<file path="config.mk">
export PLATFORM = sky130hd
export DESIGN_NAME = sprc_cell
export DESIGN_NICKNAME = d
export VERILOG_FILES = /design/src/design/sprc_pkg.sv /design/src/design/sprc_cell.sv
export SDC_FILE = /design/constraint.sdc
export NUM_CORES = 1
export LEC_CHECK = 0
export BUFFER_PORTS_ARGS = -buffer_cell sky130_fd_sc_hd__buf_2
export CAP_MARGIN = 15
export CORE_MARGIN = 1.5
export CORE_UTILIZATION = 50
export DETAILED_ROUTE_END_ITERATION = 10
export GPL_TIMING_DRIVEN = 1
export PLACE_DENSITY = 0.87
export SLEW_MARGIN = 20
export SYNTH_ARGS = -nofsm -noshare
export SYNTH_HDL_FRONTEND = slang
export SYNTH_SLANG_ARGS = --single-unit
</file>
<file path="constraint.sdc">
create_clock -name clock -period 4.11 [get_ports clock]
set_clock_uncertainty 0.2 [all_clocks]
set_input_delay 0.2055 -clock clock [delete_from_list [all_inputs] [get_ports clock]]
set_output_delay 0.2055 -clock clock [all_outputs]
set_load 0.005 [all_outputs]
</file>
<file path="src/design/sprc_pkg.sv">
// Package: transaction types and codes for the shortest path relaxation core
`timescale 1ns / 1ps
package sprc_pkg;
   localparam int MaxVertices = 64;
   localparam int VertexBits  = $clog2(MaxVertices);
   localparam int WeightBits  = 16;
   localparam int DistBits    = 32;

   typedef enum logic [1:0] {
      MODE_WRITE = 2'd0,
      MODE_RUN   = 2'd1,
      MODE_CLEAR = 2'd2,
      MODE_NONE  = 2'd3
   } mode_type;

   typedef enum logic {
      CSR_VERTEX_COUNT  = 1'b0,
      CSR_SOURCE_VERTEX = 1'b1
   } csr_index_type;

   typedef struct packed {
      logic [1:0]                   mode;
      logic [VertexBits-1:0]        from_vertex;
      logic [VertexBits-1:0]        to_vertex;
      logic signed [WeightBits-1:0] weight;
   } req_type;

   typedef struct packed {
      logic [VertexBits-1:0]      vertex;
      logic signed [DistBits-1:0] distance;
      logic                       reachable;
      logic                       negative_cycle;
      logic                       last;
   } rsp_type;

   // what a cell is told for one matrix entry (u,v)
   typedef struct packed {
      logic                       relax;     // apply candidate to v
      logic                       check;     // check pass, no update
      logic [VertexBits-1:0]      v;
      logic signed [DistBits-1:0] cand;
      logic                       cand_ok;
   } sprc_op_type;
endpackage

</file>
<file path="src/design/sprc_cell.sv">
// Cell: holds one vertex distance and forwards the relax operation to its neighbor
`timescale 1ns / 1ps
module sprc_cell #(
   parameter int INDEX = 0
) (
   input  logic                          clock,
   input  logic                          reset,
   input  logic                          init,
   input  logic                          init_known,
   input  sprc_pkg::sprc_op_type         op_prev,
   output sprc_pkg::sprc_op_type         op_next,
   input  logic [sprc_pkg::VertexBits-1:0] rd_sel,
   input  logic signed [sprc_pkg::DistBits-1:0] rd_prev,
   input  logic                          rdk_prev,
   output logic signed [sprc_pkg::DistBits-1:0] rd_next,
   output logic                          rdk_next,
   output logic                          improve
);
   import sprc_pkg::*;

   logic signed [DistBits-1:0] dist_ff, dist_in;
   logic known_ff, known_in;
   logic hit;

   assign hit = op_prev.cand_ok && op_prev.v == VertexBits'(INDEX)
                && (!known_ff || dist_ff > op_prev.cand);
   assign improve = hit && (op_prev.relax || op_prev.check);

   always_comb begin
      dist_in  = dist_ff;
      known_in = known_ff;
      if (init) begin
         dist_in  = '0;
         known_in = init_known;
      end else if (hit && op_prev.relax) begin
         dist_in  = op_prev.cand;
         known_in = 1'b1;
      end
   end

   always_ff @(posedge clock) begin
      if (reset) begin
         known_ff <= 1'b0;
      end else begin
         known_ff <= known_in;
      end
      dist_ff <= dist_in;
   end

   assign op_next  = op_prev;
   assign rd_next  = (rd_sel == VertexBits'(INDEX)) ? dist_ff : rd_prev;
   assign rdk_next = (rd_sel == VertexBits'(INDEX)) ? known_ff : rdk_prev;
endmodule

</file>
### Yosys cells after proc, flatten, opt, wreduce, memory -nomap -nowiden

Cells that the tools add are included.
W data, S select, Z words.

| word-level totals | value |
|---|---|
| flip-flop bits (word level) | 33 |
| latch bits | 0 |
| bits in writable memories | 0 |
| memory bits (read-only) | 0 |
| input port bits | 84 |
| output and inout port bits | 75 |
| memories kept | 0 |

| cells by class | value |
|---|---|
| add/subtract/negate cells | 0 |
| multipliers | 0 |
| divide/modulo/power cells | 0 |
| order comparisons | 1 |
| equality and inequality tests | 0 |
| shift operators | 0 |
| muxes and demuxes | 4 |
| bitwise logic cells | 0 |
| reductions and logical operators | 10 |

Operator list:

| cell | count |
|---|---|
| $gt A32 B32 Y1 | 1 |
| $mux W32 | 1 |
| $logic_not A6 Y1 | 2 |
| $logic_and A1 B1 Y1 | 4 |
| $mux W1 | 3 |
| $logic_or A1 B1 Y1 | 2 |
| $reduce_bool A2 Y1 | 1 |
| $logic_not A1 Y1 | 1 |

### Depth between registers and ports, before layout

| depth | value |
|---|---|
| depth after elaboration | 6 |
| depth in mapped cells | 10 |
| depth with buffers taken out | 9 |

### Worst setup path before layout

Ideal clock, no wire load.

| timing path | value |
|---|---|
| kind | flip-flop to flip-flop |
| start | register dist_ff[31] |
| end | register dist_ff[0] |
| data arrival time | 2.055 ns |
| setup slack | 1.736 ns |
| cell stages (with the launch flop) | 10 |
| buffers on the path | 1 |
| period minus slack after synthesis | 2.374 ns |
| cell sequence | dfxtp_1 > ha_1 > nand4_2 > nor4_2 > a31oi_1 > and3_4 > a22oi_4 > o211ai_4 > buf_6 > mux2i_1 |

| on the way | value |
|---|---|
| cells in the longest elaborated chain, start to end | 4 |

Ends and longest elaborated chain:

| what | line | source |
|---|---|---|
| start: declaration | sprc_cell.sv:21 | `logic signed [DistBits-1:0] dist_ff, dist_in;` |
| start signal: assignment | sprc_cell.sv:47 | `dist_ff <= dist_in;` |
| $gt A32 B32 Y1 | sprc_cell.sv:26 | `&& (!known_ff \|\| dist_ff > op_prev.cand);` |
| $logic_or A1 B1 Y1 | sprc_cell.sv:26 |  |
| $logic_and A1 B1 Y1 | sprc_cell.sv:26 |  |
| $logic_and A1 B1 Y1 | sprc_cell.sv:35 | `end else if (hit && op_prev.relax) begin` |

Every way passes these cells.
A chain may end at the register's enable or synchronous reset.

### Worst setup path after layout

| timing path | value |
|---|---|
| start | input port op_prev[32] (netlist bit) |
| end | register dist_ff[6] |

| on the way | value |
|---|---|
| cells in the longest elaborated chain, start to end | 4 |

Ends and longest elaborated chain:

| what | line | source |
|---|---|---|
| start: declaration | sprc_cell.sv:10 | `input sprc_pkg::sprc_op_type op_prev,` |
| $gt A32 B32 Y1 | sprc_cell.sv:26 |  |
| $logic_or A1 B1 Y1 | sprc_cell.sv:26 |  |
| $logic_and A1 B1 Y1 | sprc_cell.sv:26 |  |
| $logic_and A1 B1 Y1 | sprc_cell.sv:35 |  |

Every way passes these cells.

==> flow_summary.json <==
{
  "core_area_um2": 5960,
  "avgSynthCellArea_um2": 8.79,
  "via_per_inst": 5.05,
  "nets": 587,
  "p_leak_nw": 1.89,
  "p_switching_w": 0.000193,
  "areaGrowthSynthToFinish_pct": 22.5,
  "clockBufferDepth": 2,
  "numCtsBuffers": 5,
  "comb_power_share_pct": 23.2,
  "track_usage_pct": 20.1,
  "finalHoldViolCount": 0,
  "ir_drop_uv": 132,
  "rsz0062_at_grt": "no",
  "wl_um": 6970,
  "antenna_left": 0,
  "yosysSeqAreaShare_pct": 21.4,
  "register_area_um2": 661,
  "synth_cells": 351,
  "h-tree-depth": 2,
  "hold_path_class": "in -> reg",
  "hpwl_um": 5530,
  "max_freq_mhz": 300,
  "endpoint_kind": "register",
  "powerDensity_nw_per_um2": 197,
  "nFillCells": 513,
  "outcome": "complete, no violations",
  "ys_types": 38,
  "maxSlewHeadroom_pct": 45.5,
  "io_buffers": 158,
  "multi_input_area_um2": 1920,
  "clkLatencyLatePin_ns": 0.28,
  "vias": 2758,
  "antenna_found_initial": 0,
  "cts-resized-gates": 0,
  "layout_common_cells": "158 x buf_2, 64 x nand2b_1, 33 x inv_1, 33 x dfxtp_1",
  "setup-tns-final_ns": 0,
  "grt_start_max_net_pins": 67,
  "grt_pass1_vias": 2486,
  "p_clk_share_pct": 33.4,
  "gp_congestion": 0.776,
  "tightest_slew_ns": 0.817,
  "layout_min_cycle_time_ns": 3.33,
  "ios": 159,
  "die_width_um": 81.6,
  "cp_max_fo": 17,
  "setup_viol": 0,
  "ys_warn_count": 0,
  "grt-ovfl-total": 0,
  "cap_viol_max_count": 0,
  "start_util_pct": 51.8,
  "row_count": 28,
  "cts_root_buf": "clkbuf_8",
  "drt-initial-drc-count": 57,
  "synth_area_um2": 3090,
  "grt_pass1_wl_um": 10500,
  "p_int_w": 0.000551,
  "cp.required_ns": 4.07,
  "fin_crit_sh_pct": 81.0,
  "pwr-share-seq_pct": 43.4,
  "die_area_um2": 6650,
  "cts_sinks": 33,
  "clk_pin_slew_ns": 0.07,
  "first_pass_iters": 4,
  "drv_slew": 0,
  "drc": 0,
  "cts_tree": "built",
  "post_drt_wl_per_cell_um": 12.8,
  "drive_gt1_share_pct": 42.5,
  "synth-seq-cells": 33,
  "fin_util_pct": 63.5,
  "final_common_cell": "buf_2",
  "synth_nets": 467,
  "antennaDiodeCount": 0,
  "sw_frac_of_total_pct": 25.9,
  "start_kind": "input pin",
  "die_h_um": 81.6,
  "crit_type": "in -> reg",
  "cp.arrival_ns": 3.29
}
## cells by family (layout without fill, tap and decap cells)
kind of cell	after synthesis	in the layout	share of synthesized area [%]
multiplexers	64	64	22.1
adder cells (fa/ha/maj)	32	32	13.0
flip-flops	33	33	21.4
buffers and inverters	87	207	16.3
AO/OA/AOI/OAI	33	33	7.50
AND/OR/NAND/NOR	102	102	19.7
## metrics by stage
step                std cells  area (µm²)  power, W  hold WS [ns]  setup WS [ns]
floorplan                 351        3090  0.000433         0.160           1.74
global placement          532        3610  0.000493         0.249           1.01
detailed placement        532        3610  0.000499         0.255          0.874
CTS                       543        3730  0.000752      0.000693          0.623
global route              546        3780  0.000789       0.00362          0.556
finish                    546        3780  0.000744       0.00409          0.782
## Yosys cell counts
library cell	count	share of area, %
nand2b_1	64	13
buf_4	41	10
dfxtp_1	33	21
inv_1	33	4.0
ha_1	32	13
mux2i_1	32	10
mux2_2	28	10
a21oi_1	15	2.4
clkbuf_1	10	1.2
nand2_1	10	1.2
nand4_1	7	1.4
nor2_1	7	0.85
mux2_1	4	1.5
nor3_1	4	0.65
buf_6	3	1.1
nand3_1	2	0.32
o211ai_1	2	0.49
o21a_1	2	0.49
o21ai_0	2	0.32
o21ai_1	2	0.32
a211oi_1	1	0.24
a21boi_0	1	0.24
a22oi_1	1	0.24
a22oi_4	1	0.69
a31oi_1	1	0.20
and3_4	1	0.36
nand3b_1	1	0.24
nand4_2	1	0.41
nor2b_1	1	0.20
nor4_1	1	0.20
nor4_2	1	0.41
nor4b_1	1	0.28
o211ai_4	1	0.69
o22ai_1	1	0.20
o2bb2ai_1	1	0.28
o31a_1	1	0.28
o41a_1	1	0.36
or3_1	1	0.20
## sequential cells by signal (all words and copies together), names as in the netlist
register / flops
known_ff: 1
dist_ff: 32
## metal layers
layer  track usage, %  up-vias  routed length [µm]
met3             4.11        6                 435
met4             6.03        0                  55
met1             22.0     1251                2860
met5                0        -                   0
li1                 -     1396                   -
met2             38.4      105                3620
## power groups by stage
| stage | clock, W | combinational (W) | sequential [W] |
|---|---|---|---|
| 4_1_cts | 0.000257 | 0.000173 | 0.000323 |
| 5_1_grt | 0.000273 | 0.000193 | 0.000323 |
| 3_3_place_gp | 0 | 0.000163 | 0.000330 |
| 6_report | 0.000249 | 0.000173 | 0.000323 |
| 3_5_place_dp | 0 | 0.000169 | 0.000330 |
| 2_1_floorplan | 0 | 0.000104 | 0.000329 |
## path summary, 6_finish.rpt
| kind | from | to | slack (ns) | depth (start not counted) |
|---|---|---|---|---|
| min | op_prev[19] | dist_ff[18]$_SDFFE_PP0P_ | 0.004 | 3 |
| max | op_prev[32] | dist_ff[6]$_SDFFE_PP0P_ | 0.78 | 13 |
| min reg2reg | dist_ff[0]$_SDFFE_PP0P_ | dist_ff[0]$_SDFFE_PP0P_ | 0.28 | 2 |
| max reg2reg | dist_ff[31]$_SDFFE_PP0P_ | dist_ff[6]$_SDFFE_PP0P_ | 1.03 | 10 |
## critical path, cell delays in order
cell and delay (ns):
dlygate4sd3_1 0.52, buf_2 0.12, inv_1 0.04, ha_1 0.37
nand4_2 0.18, nor4_2 0.42, a31oi_1 0.22, and3_4 0.24
a22oi_4 0.16, o211ai_4 0.21, buf_16 0.25, buf_4 0.20
mux2i_1 0.13
## layout make-up
cell class	count	share of cell area [%]
clock buffers	7	2.28
flip-flops and latches	33	17.5
well taps	75	2.48
inverters	33	3.28
multi-input cells	231	50.8
repair buffers	167	23.6
## what timing repair did
action | in CTS | in global routing
buffers inserted | 0 | 0
hold buffers | 4 | 2
endpoints found under the setup margin | 0 | 0
hold endpoints to repair | 4 | 2
No activity file was read; power rests on OpenSTA's default activity.
